$ cat config.mk
export PLATFORM = sky130hd
export DESIGN_NAME = masonry_lane_placement_unit_flat
export DESIGN_NICKNAME = d
export VERILOG_FILES = /design/src/design/mlp_pkg.sv /design/src/design/mlp_in_if.sv /design/src/design/mlp_out_if.sv /design/src/design/mlp_cell.sv /design/src/design/masonry_lane_placement_unit.sv /design/src/flat_wrapper.sv
export SDC_FILE = /design/constraint.sdc
export NUM_CORES = 2
export LEC_CHECK = 0
export ABC_AREA = 1
export BUFFER_PORTS_ARGS = -buffer_cell sky130_fd_sc_hd__buf_2
export CELL_PAD_IN_SITES_DETAIL_PLACEMENT = 1
export CELL_PAD_IN_SITES_GLOBAL_PLACEMENT = 1
export CORE_MARGIN = 3
export CORE_UTILIZATION = 45
export DETAILED_ROUTE_END_ITERATION = 10
export PLACE_DENSITY = 0.77
export SYNTH_ARGS = -nofsm -noshare
export SYNTH_HDL_FRONTEND = slang
export SYNTH_SLANG_ARGS = --single-unit
$ cat constraint.sdc
create_clock -name i_clk -period 19.8 [get_ports i_clk]
set_input_delay 0.99 -clock i_clk [delete_from_list [all_inputs] [get_ports i_clk]]
set_output_delay 0.99 -clock i_clk [all_outputs]
set_load 0.02 [all_outputs]
$ cat src/design/mlp_pkg.sv
// shared types and codes for the masonry lane placement unit
// no dependencies; used by the lane cells and the top level
package mlp_pkg;

    localparam int LANES_DEF = 16;
    localparam int POS_W     = 24;
    localparam int HEIGHT_W  = 20;
    localparam int GAP_W     = 16;
    localparam int THR_W     = 20;
    localparam int COUNT_W   = 5;
    localparam int LANE_W    = 4;
    localparam int CFG_IDX_W = 2;
    localparam int CFG_DAT_W = 20;

    typedef enum logic [CFG_IDX_W-1:0] {
        CFG_LANE_COUNT    = 2'd0,
        CFG_TIE_THRESHOLD = 2'd1,
        CFG_STACKING_GAP  = 2'd2
    } t_cfg_idx;

    typedef enum logic [2:0] {
        OP_HOLD,
        OP_CLEAR,
        OP_LOAD,
        OP_SPREAD,
        OP_ROTATE,
        OP_WRITE,
        OP_SHIFT
    } t_cell_op;

    typedef struct packed {
        t_cell_op           op;
        logic [POS_W-1:0]   value;
    } t_cell_ctl;

endpackage

$ cat src/design/mlp_in_if.sv
// input channel of the placement unit: action, span and height
// depends on mlp_pkg for field widths
interface mlp_in_if;
    logic                           valid;
    logic                           ready;
    logic                           action;
    logic [mlp_pkg::COUNT_W-1:0]    item_span;
    logic [mlp_pkg::HEIGHT_W-1:0]   item_height;

    modport source (output valid, output action, output item_span, output item_height,
                    input ready);
    modport sink   (input valid, input action, input item_span, input item_height,
                    output ready);
endinterface

$ cat src/design/mlp_out_if.sv
// result channel of the placement unit: lane, offset and content extent
// depends on mlp_pkg for field widths
interface mlp_out_if;
    logic                           valid;
    logic                           ready;
    logic [mlp_pkg::LANE_W-1:0]     chosen_lane;
    logic [mlp_pkg::POS_W-1:0]      top_offset;
    logic [mlp_pkg::POS_W-1:0]      content_extent;

    modport source (output valid, output chosen_lane, output top_offset,
                    output content_extent, input ready);
    modport sink   (input valid, input chosen_lane, input top_offset,
                    input content_extent, output ready);
endinterface

$ cat src/design/mlp_cell.sv
// one lane cell: running position plus a shift copy and a window maximum
// depends on mlp_pkg for the control struct and operation codes
module mlp_cell (
    input  logic                        i_clk,
    input  logic                        i_rst_n,
    input  mlp_pkg::t_cell_ctl          i_ctl,
    input  logic                        i_sel,
    input  logic [mlp_pkg::POS_W-1:0]   i_t_next,
    input  logic [mlp_pkg::POS_W-1:0]   i_w_next,
    output logic [mlp_pkg::POS_W-1:0]   o_t,
    output logic [mlp_pkg::POS_W-1:0]   o_w
);

    logic [mlp_pkg::POS_W-1:0] r_pos, n_pos;
    logic [mlp_pkg::POS_W-1:0] r_t, n_t;
    logic [mlp_pkg::POS_W-1:0] r_w, n_w;

    always_comb begin
        n_pos = r_pos;
        n_t   = r_t;
        n_w   = r_w;
        unique case (i_ctl.op)
            mlp_pkg::OP_CLEAR: begin
                n_pos = '0;
            end
            mlp_pkg::OP_LOAD: begin
                n_t = r_pos;
                n_w = r_pos;
            end
            mlp_pkg::OP_SPREAD: begin
                // neighbour's lane slides in, window maximum grows by one lane
                n_t = i_t_next;
                n_w = (i_t_next > r_w) ? i_t_next : r_w;
            end
            mlp_pkg::OP_ROTATE: begin
                n_w = i_w_next;
            end
            mlp_pkg::OP_WRITE: begin
                if (i_sel) begin
                    n_pos = i_ctl.value;
                end
                n_t = i_sel ? i_ctl.value : r_pos;
            end
            mlp_pkg::OP_SHIFT: begin
                n_t = i_t_next;
            end
            default: begin
            end
        endcase
    end

    always_ff @(posedge i_clk) begin
        if (!i_rst_n) begin
            r_pos <= '0;
        end else begin
            r_pos <= n_pos;
        end
    end

    always_ff @(posedge i_clk) begin
        r_t <= n_t;
        r_w <= n_w;
    end

    assign o_t = r_t;
    assign o_w = r_w;

endmodule

$ cat src/design/masonry_lane_placement_unit.sv
// place: spread over the span, a full-ring minimum scan, a tie scan (up to the window picked,
// or all windows on fallback), the write, an extent scan over the lanes in use, then done;
// clear goes straight to done. one transaction at a time; a finished result waits in the output
// register while the next transaction is taken
// synchronous active-low reset zeroes every lane, the cursor and the registers
// (lane count 1), and empties the output register
module masonry_lane_placement_unit #(
    parameter int LANES = mlp_pkg::LANES_DEF
) (
    input  logic                            i_clk,
    input  logic                            i_rst_n,
    input  logic                            i_cfg_we,
    input  logic [mlp_pkg::CFG_IDX_W-1:0]   i_cfg_idx,
    input  logic [mlp_pkg::CFG_DAT_W-1:0]   i_cfg_data,
    mlp_in_if.sink                          i_in,
    mlp_out_if.source                       o_out
);

    localparam int CW = $clog2(LANES + 1);
    localparam int POS_W = mlp_pkg::POS_W;

    typedef enum logic [2:0] {
        S_IDLE, S_SPREAD, S_MIN, S_TIE, S_WRITE, S_EXTENT, S_DONE
    } t_state;

    t_state r_state;

    logic [mlp_pkg::COUNT_W-1:0]  r_lane_count;
    logic [mlp_pkg::THR_W-1:0]    r_thr;
    logic [mlp_pkg::GAP_W-1:0]    r_gap;

    logic [CW-1:0]                r_cnt;
    logic [CW-1:0]                r_span;
    logic [CW-1:0]                r_win;
    logic [CW-1:0]                r_n;
    logic [CW-1:0]                r_lane;
    logic [CW-1:0]                r_first;
    logic                         r_found;
    logic [POS_W-1:0]             r_min;
    logic [POS_W-1:0]             r_top;
    logic [POS_W-1:0]             r_first_top;
    logic [POS_W-1:0]             r_ext;
    logic [mlp_pkg::HEIGHT_W-1:0] r_height;
    logic [mlp_pkg::COUNT_W-1:0]  r_cursor;

    logic [mlp_pkg::LANE_W-1:0]   r_res_lane;
    logic [POS_W-1:0]             r_res_off;
    logic [POS_W-1:0]             r_res_ext;

    logic                         r_o_valid;
    logic [mlp_pkg::LANE_W-1:0]   r_o_lane;
    logic [POS_W-1:0]             r_o_off;
    logic [POS_W-1:0]             r_o_ext;

    // cell chain
    logic [POS_W-1:0]  t_arr [LANES];
    logic [POS_W-1:0]  w_arr [LANES];
    logic [LANES-1:0]  sel;
    mlp_pkg::t_cell_ctl ctl;

    // combinational helpers
    logic [CW-1:0]     n_use, span_c, win_c;
    logic [POS_W-1:0]  head_w, head_t;
    logic [POS_W:0]    limit;
    logic              cand;
    logic [CW-1:0]     first_idx;
    logic [POS_W-1:0]  first_val;
    logic [POS_W+1:0]  sum;
    logic [POS_W-1:0]  next_pos;
    logic [POS_W-1:0]  ext_max, ext_out;
    logic              in_acc;

    assign head_w = w_arr[0];
    assign head_t = t_arr[0];
    assign in_acc = i_in.valid && i_in.ready;

    always_comb begin
        if (r_lane_count == '0) begin
            n_use = CW'(1);
        end else if (int'(r_lane_count) > LANES) begin
            n_use = CW'(LANES);
        end else begin
            n_use = CW'(r_lane_count);
        end
        if (i_in.item_span == '0) begin
            span_c = CW'(1);
        end else if (int'(i_in.item_span) > int'(n_use)) begin
            span_c = n_use;
        end else begin
            span_c = CW'(i_in.item_span);
        end
        win_c = n_use - span_c + CW'(1);
    end

    always_comb begin
        limit = {1'b0, r_min} + (POS_W + 1)'(r_thr);
        cand  = {1'b0, head_w} <= limit;
        if (cand && !r_found) begin
            first_idx = r_cnt;
            first_val = head_w;
        end else begin
            first_idx = r_first;
            first_val = r_first_top;
        end
        sum = (POS_W + 2)'(r_top) + (POS_W + 2)'(r_height) + (POS_W + 2)'(r_gap);
        next_pos = (sum[POS_W+1:POS_W] != 2'b00) ? {POS_W{1'b1}} : sum[POS_W-1:0];
        ext_max = (head_t > r_ext) ? head_t : r_ext;
        ext_out = (ext_max > POS_W'(r_gap)) ? ext_max - POS_W'(r_gap) : '0;
    end

    // window of the chosen lane, for the write pass
    always_comb begin
        for (int k = 0; k < LANES; k++) begin
            sel[k] = (k >= int'(r_lane)) && (k < int'(r_lane) + int'(r_span));
        end
    end

    always_comb begin
        ctl.value = next_pos;
        unique case (r_state)
            S_IDLE: begin
                if (in_acc) begin
                    ctl.op = i_in.action ? mlp_pkg::OP_CLEAR : mlp_pkg::OP_LOAD;
                end else begin
                    ctl.op = mlp_pkg::OP_HOLD;
                end
            end
            S_SPREAD: ctl.op = mlp_pkg::OP_SPREAD;
            S_MIN:    ctl.op = mlp_pkg::OP_ROTATE;
            S_TIE:    ctl.op = mlp_pkg::OP_ROTATE;
            S_WRITE:  ctl.op = mlp_pkg::OP_WRITE;
            S_EXTENT: ctl.op = mlp_pkg::OP_SHIFT;
            default:  ctl.op = mlp_pkg::OP_HOLD;
        endcase
    end

    for (genvar k = 0; k < LANES; k++) begin : g_cell
        logic [POS_W-1:0] t_next;
        if (k == LANES - 1) begin : g_last
            assign t_next = '0;
        end else begin : g_mid
            assign t_next = t_arr[k+1];
        end
        mlp_cell u_cell (
            .i_clk    (i_clk),
            .i_rst_n  (i_rst_n),
            .i_ctl    (ctl),
            .i_sel    (sel[k]),
            .i_t_next (t_next),
            .i_w_next (w_arr[(k + 1) % LANES]),
            .o_t      (t_arr[k]),
            .o_w      (w_arr[k])
        );
    end

    // configuration registers
    always_ff @(posedge i_clk) begin
        if (!i_rst_n) begin
            r_lane_count <= mlp_pkg::COUNT_W'(1);
            r_thr        <= '0;
            r_gap        <= '0;
        end else if (i_cfg_we) begin
            unique case (i_cfg_idx)
                mlp_pkg::CFG_LANE_COUNT:    r_lane_count <= i_cfg_data[mlp_pkg::COUNT_W-1:0];
                mlp_pkg::CFG_TIE_THRESHOLD: r_thr        <= i_cfg_data[mlp_pkg::THR_W-1:0];
                mlp_pkg::CFG_STACKING_GAP:  r_gap        <= i_cfg_data[mlp_pkg::GAP_W-1:0];
                default: begin
                end
            endcase
        end
    end

    // sequencer
    always_ff @(posedge i_clk) begin
        if (!i_rst_n) begin
            r_state   <= S_IDLE;
            r_cursor  <= '0;
            r_o_valid <= 1'b0;
            r_cnt     <= '0;
            r_found   <= 1'b0;
        end else begin
            if (r_state == S_DONE && (!r_o_valid || o_out.ready)) begin
                r_o_valid <= 1'b1;
            end else if (o_out.ready) begin
                r_o_valid <= 1'b0;
            end
            unique case (r_state)
                S_IDLE: begin
                    if (in_acc) begin
                        if (i_in.action) begin
                            r_cursor   <= '0;
                            r_res_lane <= '0;
                            r_res_off  <= '0;
                            r_res_ext  <= '0;
                            r_state    <= S_DONE;
                        end else begin
                            r_height <= i_in.item_height;
                            r_span   <= span_c;
                            r_win    <= win_c;
                            r_n      <= n_use;
                            r_found  <= 1'b0;
                            if (span_c == CW'(1)) begin
                                r_cnt   <= '0;
                                r_state <= S_MIN;
                            end else begin
                                r_cnt   <= CW'(1);
                                r_state <= S_SPREAD;
                            end
                        end
                    end
                end
                S_SPREAD: begin
                    if (r_cnt == r_span - CW'(1)) begin
                        r_cnt   <= '0;
                        r_state <= S_MIN;
                    end else begin
                        r_cnt <= r_cnt + CW'(1);
                    end
                end
                S_MIN: begin
                    // full turn of the ring so the windows come back in order
                    if (r_cnt < r_win) begin
                        if (r_cnt == '0 || head_w < r_min) begin
                            r_min <= head_w;
                        end
                    end
                    if (r_cnt == CW'(LANES - 1)) begin
                        r_cnt   <= '0;
                        r_state <= S_TIE;
                    end else begin
                        r_cnt <= r_cnt + CW'(1);
                    end
                end
                S_TIE: begin
                    r_first     <= first_idx;
                    r_first_top <= first_val;
                    if (cand) begin
                        r_found <= 1'b1;
                    end
                    if (cand && int'(r_cnt) >= int'(r_cursor)) begin
                        r_lane  <= r_cnt;
                        r_top   <= head_w;
                        r_state <= S_WRITE;
                    end else if (r_cnt == r_win - CW'(1)) begin
                        // wrap to the first candidate
                        r_lane  <= first_idx;
                        r_top   <= first_val;
                        r_state <= S_WRITE;
                    end else begin
                        r_cnt <= r_cnt + CW'(1);
                    end
                end
                S_WRITE: begin
                    r_cursor   <= mlp_pkg::COUNT_W'(r_lane + r_span);
                    r_res_lane <= mlp_pkg::LANE_W'(r_lane);
                    r_res_off  <= r_top;
                    r_ext      <= '0;
                    r_cnt      <= '0;
                    r_state    <= S_EXTENT;
                end
                S_EXTENT: begin
                    r_ext <= ext_max;
                    if (r_cnt == r_n - CW'(1)) begin
                        r_res_ext <= ext_out;
                        r_state   <= S_DONE;
                    end else begin
                        r_cnt <= r_cnt + CW'(1);
                    end
                end
                S_DONE: begin
                    if (!r_o_valid || o_out.ready) begin
                        r_o_lane  <= r_res_lane;
                        r_o_off   <= r_res_off;
                        r_o_ext   <= r_res_ext;
                        r_state   <= S_IDLE;
                    end
                end
                default: begin
                    r_state <= S_IDLE;
                end
            endcase
        end
    end

    assign i_in.ready            = (r_state == S_IDLE);
    assign o_out.valid           = r_o_valid;
    assign o_out.chosen_lane     = r_o_lane;
    assign o_out.top_offset      = r_o_off;
    assign o_out.content_extent  = r_o_ext;

endmodule
$ cat src/flat_wrapper.sv
// flat-port wrapper written by rule: the top's interface ports become plain ports
module masonry_lane_placement_unit_flat 
#(
    parameter int LANES = mlp_pkg::LANES_DEF
)
  (i_clk, i_rst_n, i_cfg_we, i_cfg_idx, i_cfg_data, i_in_valid, i_in_action, i_in_item_span, i_in_item_height, i_in_ready, o_out_valid, o_out_chosen_lane, o_out_top_offset, o_out_content_extent, o_out_ready);
  mlp_in_if i_in_i ();
  mlp_out_if o_out_i ();
  input  logic i_clk;
  input  logic i_rst_n;
  input  logic i_cfg_we;
  input  logic [mlp_pkg::CFG_IDX_W-1:0] i_cfg_idx;
  input  logic [mlp_pkg::CFG_DAT_W-1:0] i_cfg_data;
  input wire logic [$bits(i_in_i.valid)-1:0] i_in_valid;
  input wire logic [$bits(i_in_i.action)-1:0] i_in_action;
  input wire logic [$bits(i_in_i.item_span)-1:0] i_in_item_span;
  input wire logic [$bits(i_in_i.item_height)-1:0] i_in_item_height;
  output wire logic [$bits(i_in_i.ready)-1:0] i_in_ready;
  output wire logic [$bits(o_out_i.valid)-1:0] o_out_valid;
  output wire logic [$bits(o_out_i.chosen_lane)-1:0] o_out_chosen_lane;
  output wire logic [$bits(o_out_i.top_offset)-1:0] o_out_top_offset;
  output wire logic [$bits(o_out_i.content_extent)-1:0] o_out_content_extent;
  input wire logic [$bits(o_out_i.ready)-1:0] o_out_ready;
  assign i_in_i.valid = i_in_valid;
  assign i_in_i.action = i_in_action;
  assign i_in_i.item_span = i_in_item_span;
  assign i_in_i.item_height = i_in_item_height;
  assign i_in_ready = i_in_i.ready;
  assign o_out_valid = o_out_i.valid;
  assign o_out_chosen_lane = o_out_i.chosen_lane;
  assign o_out_top_offset = o_out_i.top_offset;
  assign o_out_content_extent = o_out_i.content_extent;
  assign o_out_i.ready = o_out_ready;
  masonry_lane_placement_unit #(.LANES(LANES)) u_core (.i_clk(i_clk), .i_rst_n(i_rst_n), .i_cfg_we(i_cfg_we), .i_cfg_idx(i_cfg_idx), .i_cfg_data(i_cfg_data), .i_in(i_in_i), .o_out(o_out_i));
endmodule
==> results.json <==
{
  "status": "finished, final reports clean",
  "p_int_w": 0.00832,
  "cts_tree": "yes",
  "layout-drive-gt1-share_pct": 7.44,
  "num_io_pins": 107,
  "clock_latency_ns": 0.83,
  "p_seq_share_pct": 36.7,
  "p_total_w": 0.0155,
  "critical_path_arrival_ns": 6.08,
  "io_buffers": 106,
  "num_vias": 68500,
  "drv_slew": 0,
  "cellPowerDensity_mw_per_mm2": 178,
  "path_clk_slew_ns": 0.06,
  "fin_setup_tns_ns": 0,
  "die_width_um": 425,
  "drt_first_pass_iters": 7,
  "syn_avg_cell_area_sq_um": 8.90,
  "finalSetupViolations": 0,
  "drtIter0Drc": 6301,
  "grt_usage_pct": 31.5,
  "initial_core_util_pct": 45.4,
  "max-cap-violations": 0,
  "power_frac_clock_pct": 19.9,
  "critPathKind": "reg -> reg",
  "rows": 153,
  "cp_common_cell": "nand2_1",
  "rsz0062_at_grt": "no",
  "n_fill_cell": 20100,
  "swShare_pct": 46.2,
  "design.core.area_sq_mm": 0.174,
  "syn_to_final_growth_pct": 9.82,
  "ctsHoldBuffers": 0,
  "p_sw_w": 0.00714,
  "synth_warnings": 0,
  "wire_per_inst_um": 25.9,
  "max_slew_margin_pct": 11.1,
  "via_per_inst": 6.10,
  "crit_required_ns": 20.23,
  "setup.worst_path.end_class": "flop",
  "fp.dieH_um": 425,
  "critPathMaxStageDelay_ns": 0.48,
  "cts_setup_buffers": 0,
  "cp.buffers_inverters": 1,
  "antenna_found_initial": 8,
  "grt_max_degree": 177,
  "gp_congestion": 0.897,
  "postCtsResizedCells": 0,
  "synth-main-ff-cell": "edfxtp_1",
  "tightestPinTransition_ns": 1.33,
  "clockBufferDepth": 3,
  "clockRootBuffer": "clkbuf_16",
  "crit_path_top_delay_cell": "buf_4",
  "multiInputGateArea_sq_mm": 0.0347,
  "async_flop_share_pct": 0,
  "ir_drop_v": 0.000156,
  "grt_pass1_vias": 71700,
  "seq_area_frac_synth_pct": 49.6,
  "cts_buffers": 165,
  "synthTopCellsByArea": "edfxtp_1 (38%), dfxtp_1 (11%), ha_1 (8.5%), nand2_1 (8.0%), a22oi_1 (5.2%)",
  "h-tree-depth": 4,
  "clock_skew_ns": 0.0406,
  "synth_edf_count": 1013,
  "ys_types": 68,
  "wl_um": 292000,
  "synth_seq_cells": 1453,
  "min_path_type": "in -> reg",
  "regArea_sq_mm": 0.0392,
  "path_max_fanout": 58,
  "place_hpwl_um": 189000,
  "leakage_nw": 34.1,
  "yosysTopAreaCell": "edfxtp_1",
  "synth_nets": 9476,
  "clock_sinks": 1453,
  "period_share_pct": 28.5,
  "dieArea_sq_mm": 0.181,
  "min_period_ns": 5.65,
  "path_delay_family": "compound AO/OA/AOI/OAI gates",
  "grt_pass1_wl_um": 439000,
  "crit_path_cell_trace": "ha_1, nand2_1, o21ai_0, a21oi_1, o21ai_0, a21oi_1, o21bai_1, nand2_1, o211ai_1, nand2_1, xor2_1, ha_1, nand3_1, nor3_1, nand2_1, nand2_1, nand3_1, nand2_1, buf_4, o21ai_0, nand2_1, o21ai_0",
  "nets": 9366,
  "hold_viol": 0,
  "drc": 0,
  "comb_power_share_pct": 43.4,
  "max_freq_ghz": 0.177,
  "overflow": 0,
  "synthCells": 8880,
  "synth.top_cell.area_share_pct": 38.5,
  "ant_nets": 0,
  "startpoint_type": "flop",
  "syn_area_sq_mm": 0.0790
}
[metal layers]
layer  vias up  GRT usage [%]  part of all wire [%]
met5         -              0                0.0089
met4         4           15.4                   5.3
met3       647           4.57                   7.0
met2      2719           53.1                    47
met1     34400           39.6                    40
li1      30700              -                     -
[power groups by stage]
stage	Sequential (W)	Clock, W	Combinational (W)
2_1_floorplan	0.00555	0	0.00411
3_3_place_gp	0.00565	0	0.00629
3_5_place_dp	0.00568	0	0.00656
4_1_cts	0.00564	0.00311	0.00662
5_1_grt	0.00574	0.00323	0.00732
6_report	0.00567	0.00308	0.00672
[worst reg2reg max path: stages (launching register included)]
cell      delay, ns
edfxtp_1       0.42
ha_1           0.37
nand2_1        0.11
o21ai_0        0.31
a21oi_1        0.19
o21ai_0        0.46
a21oi_1        0.21
o21bai_1       0.28
nand2_1        0.10
o211ai_1       0.18
nand2_1        0.11
xor2_1         0.16
ha_1           0.31
nand3_1        0.08
nor3_1         0.23
nand2_1        0.10
nand2_1        0.07
nand3_1        0.29
nand2_1        0.18
buf_4          0.48
o21ai_0        0.23
nand2_1        0.09
o21ai_0        0.32
[sequential cells by signal, summed over array words and instances (netlist names), 16 cells and up]
register and count:
u_core.o_out.top_offset 24, u_core.r_thr 20, u_core.r_ext 24, u_core.r_min 24, u_core.g_cell.u_cell.o_t 384, u_core.o_out.content_extent 24
u_core.r_first_top 24, u_core.r_top 24, u_core.r_height 20, u_core.g_cell.u_cell.o_w 384, u_core.g_cell.u_cell.r_pos 384, u_core.r_res_off 24
u_core.r_gap 16, u_core.r_res_ext 24
[kinds of logic after synthesis]
kind of cell	Yosys count	share of synthesized area (%)
AOI/OAI and AO/OA	2446	18.4
xor gates and xnor gates	87	0.973
adders and majority gates	543	8.65
buffers and inverters	1349	6.68
DFF	1453	49.6
and+or+nand+nor	3002	15.7
[path summary, 6_finish.rpt]
path	startpoint	to	slack (ns)	depth (start not counted)
min reg2reg	u_core.r_res_ext[16]	u_core.o_out.content_extent[16]	0.41	0
max reg2reg	u_core.r_min[2]	u_core.r_top[1]	14.15	22
min	i_in_item_height[10]	u_core.r_height[10]	0.36	1
max	u_core.r_min[2]	u_core.r_top[1]	14.15	22
[Yosys cell counts (103+ instances only)]
library cell / count
nand2_1: 1686
edfxtp_1: 1013
inv_1: 863
nor2_1: 815
a21oi_1: 810
o21ai_0: 771
a22oi_1: 548
ha_1: 537
dfxtp_1: 440
clkbuf_1: 395
nand3_1: 296
o21ai_2: 103
[layout make-up]
| type | instances | share of cell area [%] |
|---|---|---|
| Clock buffer | 240 | 5.41 |
| Antenna cell | 4 | 0.0115 |
| Tap cell | 2325 | 3.35 |
| Sequential cell | 1453 | 45.2 |
| Timing Repair Buffer | 198 | 1.51 |
| Clock inverter | 67 | 0.744 |
| Inverter | 874 | 3.81 |
| Multi-Input combinational cell | 6078 | 40.0 |
[stage by stage]
stage / setup slack [ns] / hold slack [ns] / util, % / cell area [sq um] / cells
final: 14.15 / 0.357 / 49.8 / 86800 / 11200
after global routing: 13.71 / 0.329 / 49.8 / 86800 / 11200
after CTS: 14.24 / 0.308 / 49.8 / 86800 / 11200
after detailed placement: 14.28 / 0.406 / 46.8 / 81500 / 10900
after global placement: 14.05 / 0.402 / 46.8 / 81500 / 10900
after floorplan: 9.34 / 0.400 / - / 79000 / 8880
[layout by cell type (no fill, tap or decap), types with 7 or more instances in the layout]
| cell | n |
|---|---|
| xor2_1 | 41 |
| o21ai_2 | 112 |
| dfxtp_1 | 440 |
| nand3_4 | 11 |
| buf_4 | 85 |
| a22oi_1 | 548 |
| a31oi_1 | 11 |
| nor4_1 | 15 |
| clkinv_2 | 29 |
| a21oi_1 | 807 |
| o221ai_1 | 23 |
| nand3b_1 | 10 |
| nor2_2 | 15 |
| nor2_4 | 13 |
| o21a_1 | 11 |
| edfxtp_1 | 1013 |
| nand3_1 | 296 |
| o22ai_1 | 26 |
| clkbuf_1 | 49 |
| nand2_2 | 17 |
| inv_1 | 858 |
| nor2_1 | 804 |
| inv_2 | 9 |
| clkbuf_8 | 24 |
| clkbuf_16 | 167 |
| o21ai_0 | 762 |
| nand4_1 | 73 |
| ha_1 | 537 |
| a21o_1 | 40 |
| o211ai_1 | 48 |
| o21ai_1 | 11 |
| a211oi_1 | 15 |
| xnor2_1 | 45 |
| nor3_1 | 35 |
| nand3_2 | 7 |
| buf_12 | 7 |
| buf_2 | 106 |
| clkinv_1 | 16 |
| nand2_1 | 1682 |
Power figures use the tool's default switching activity.
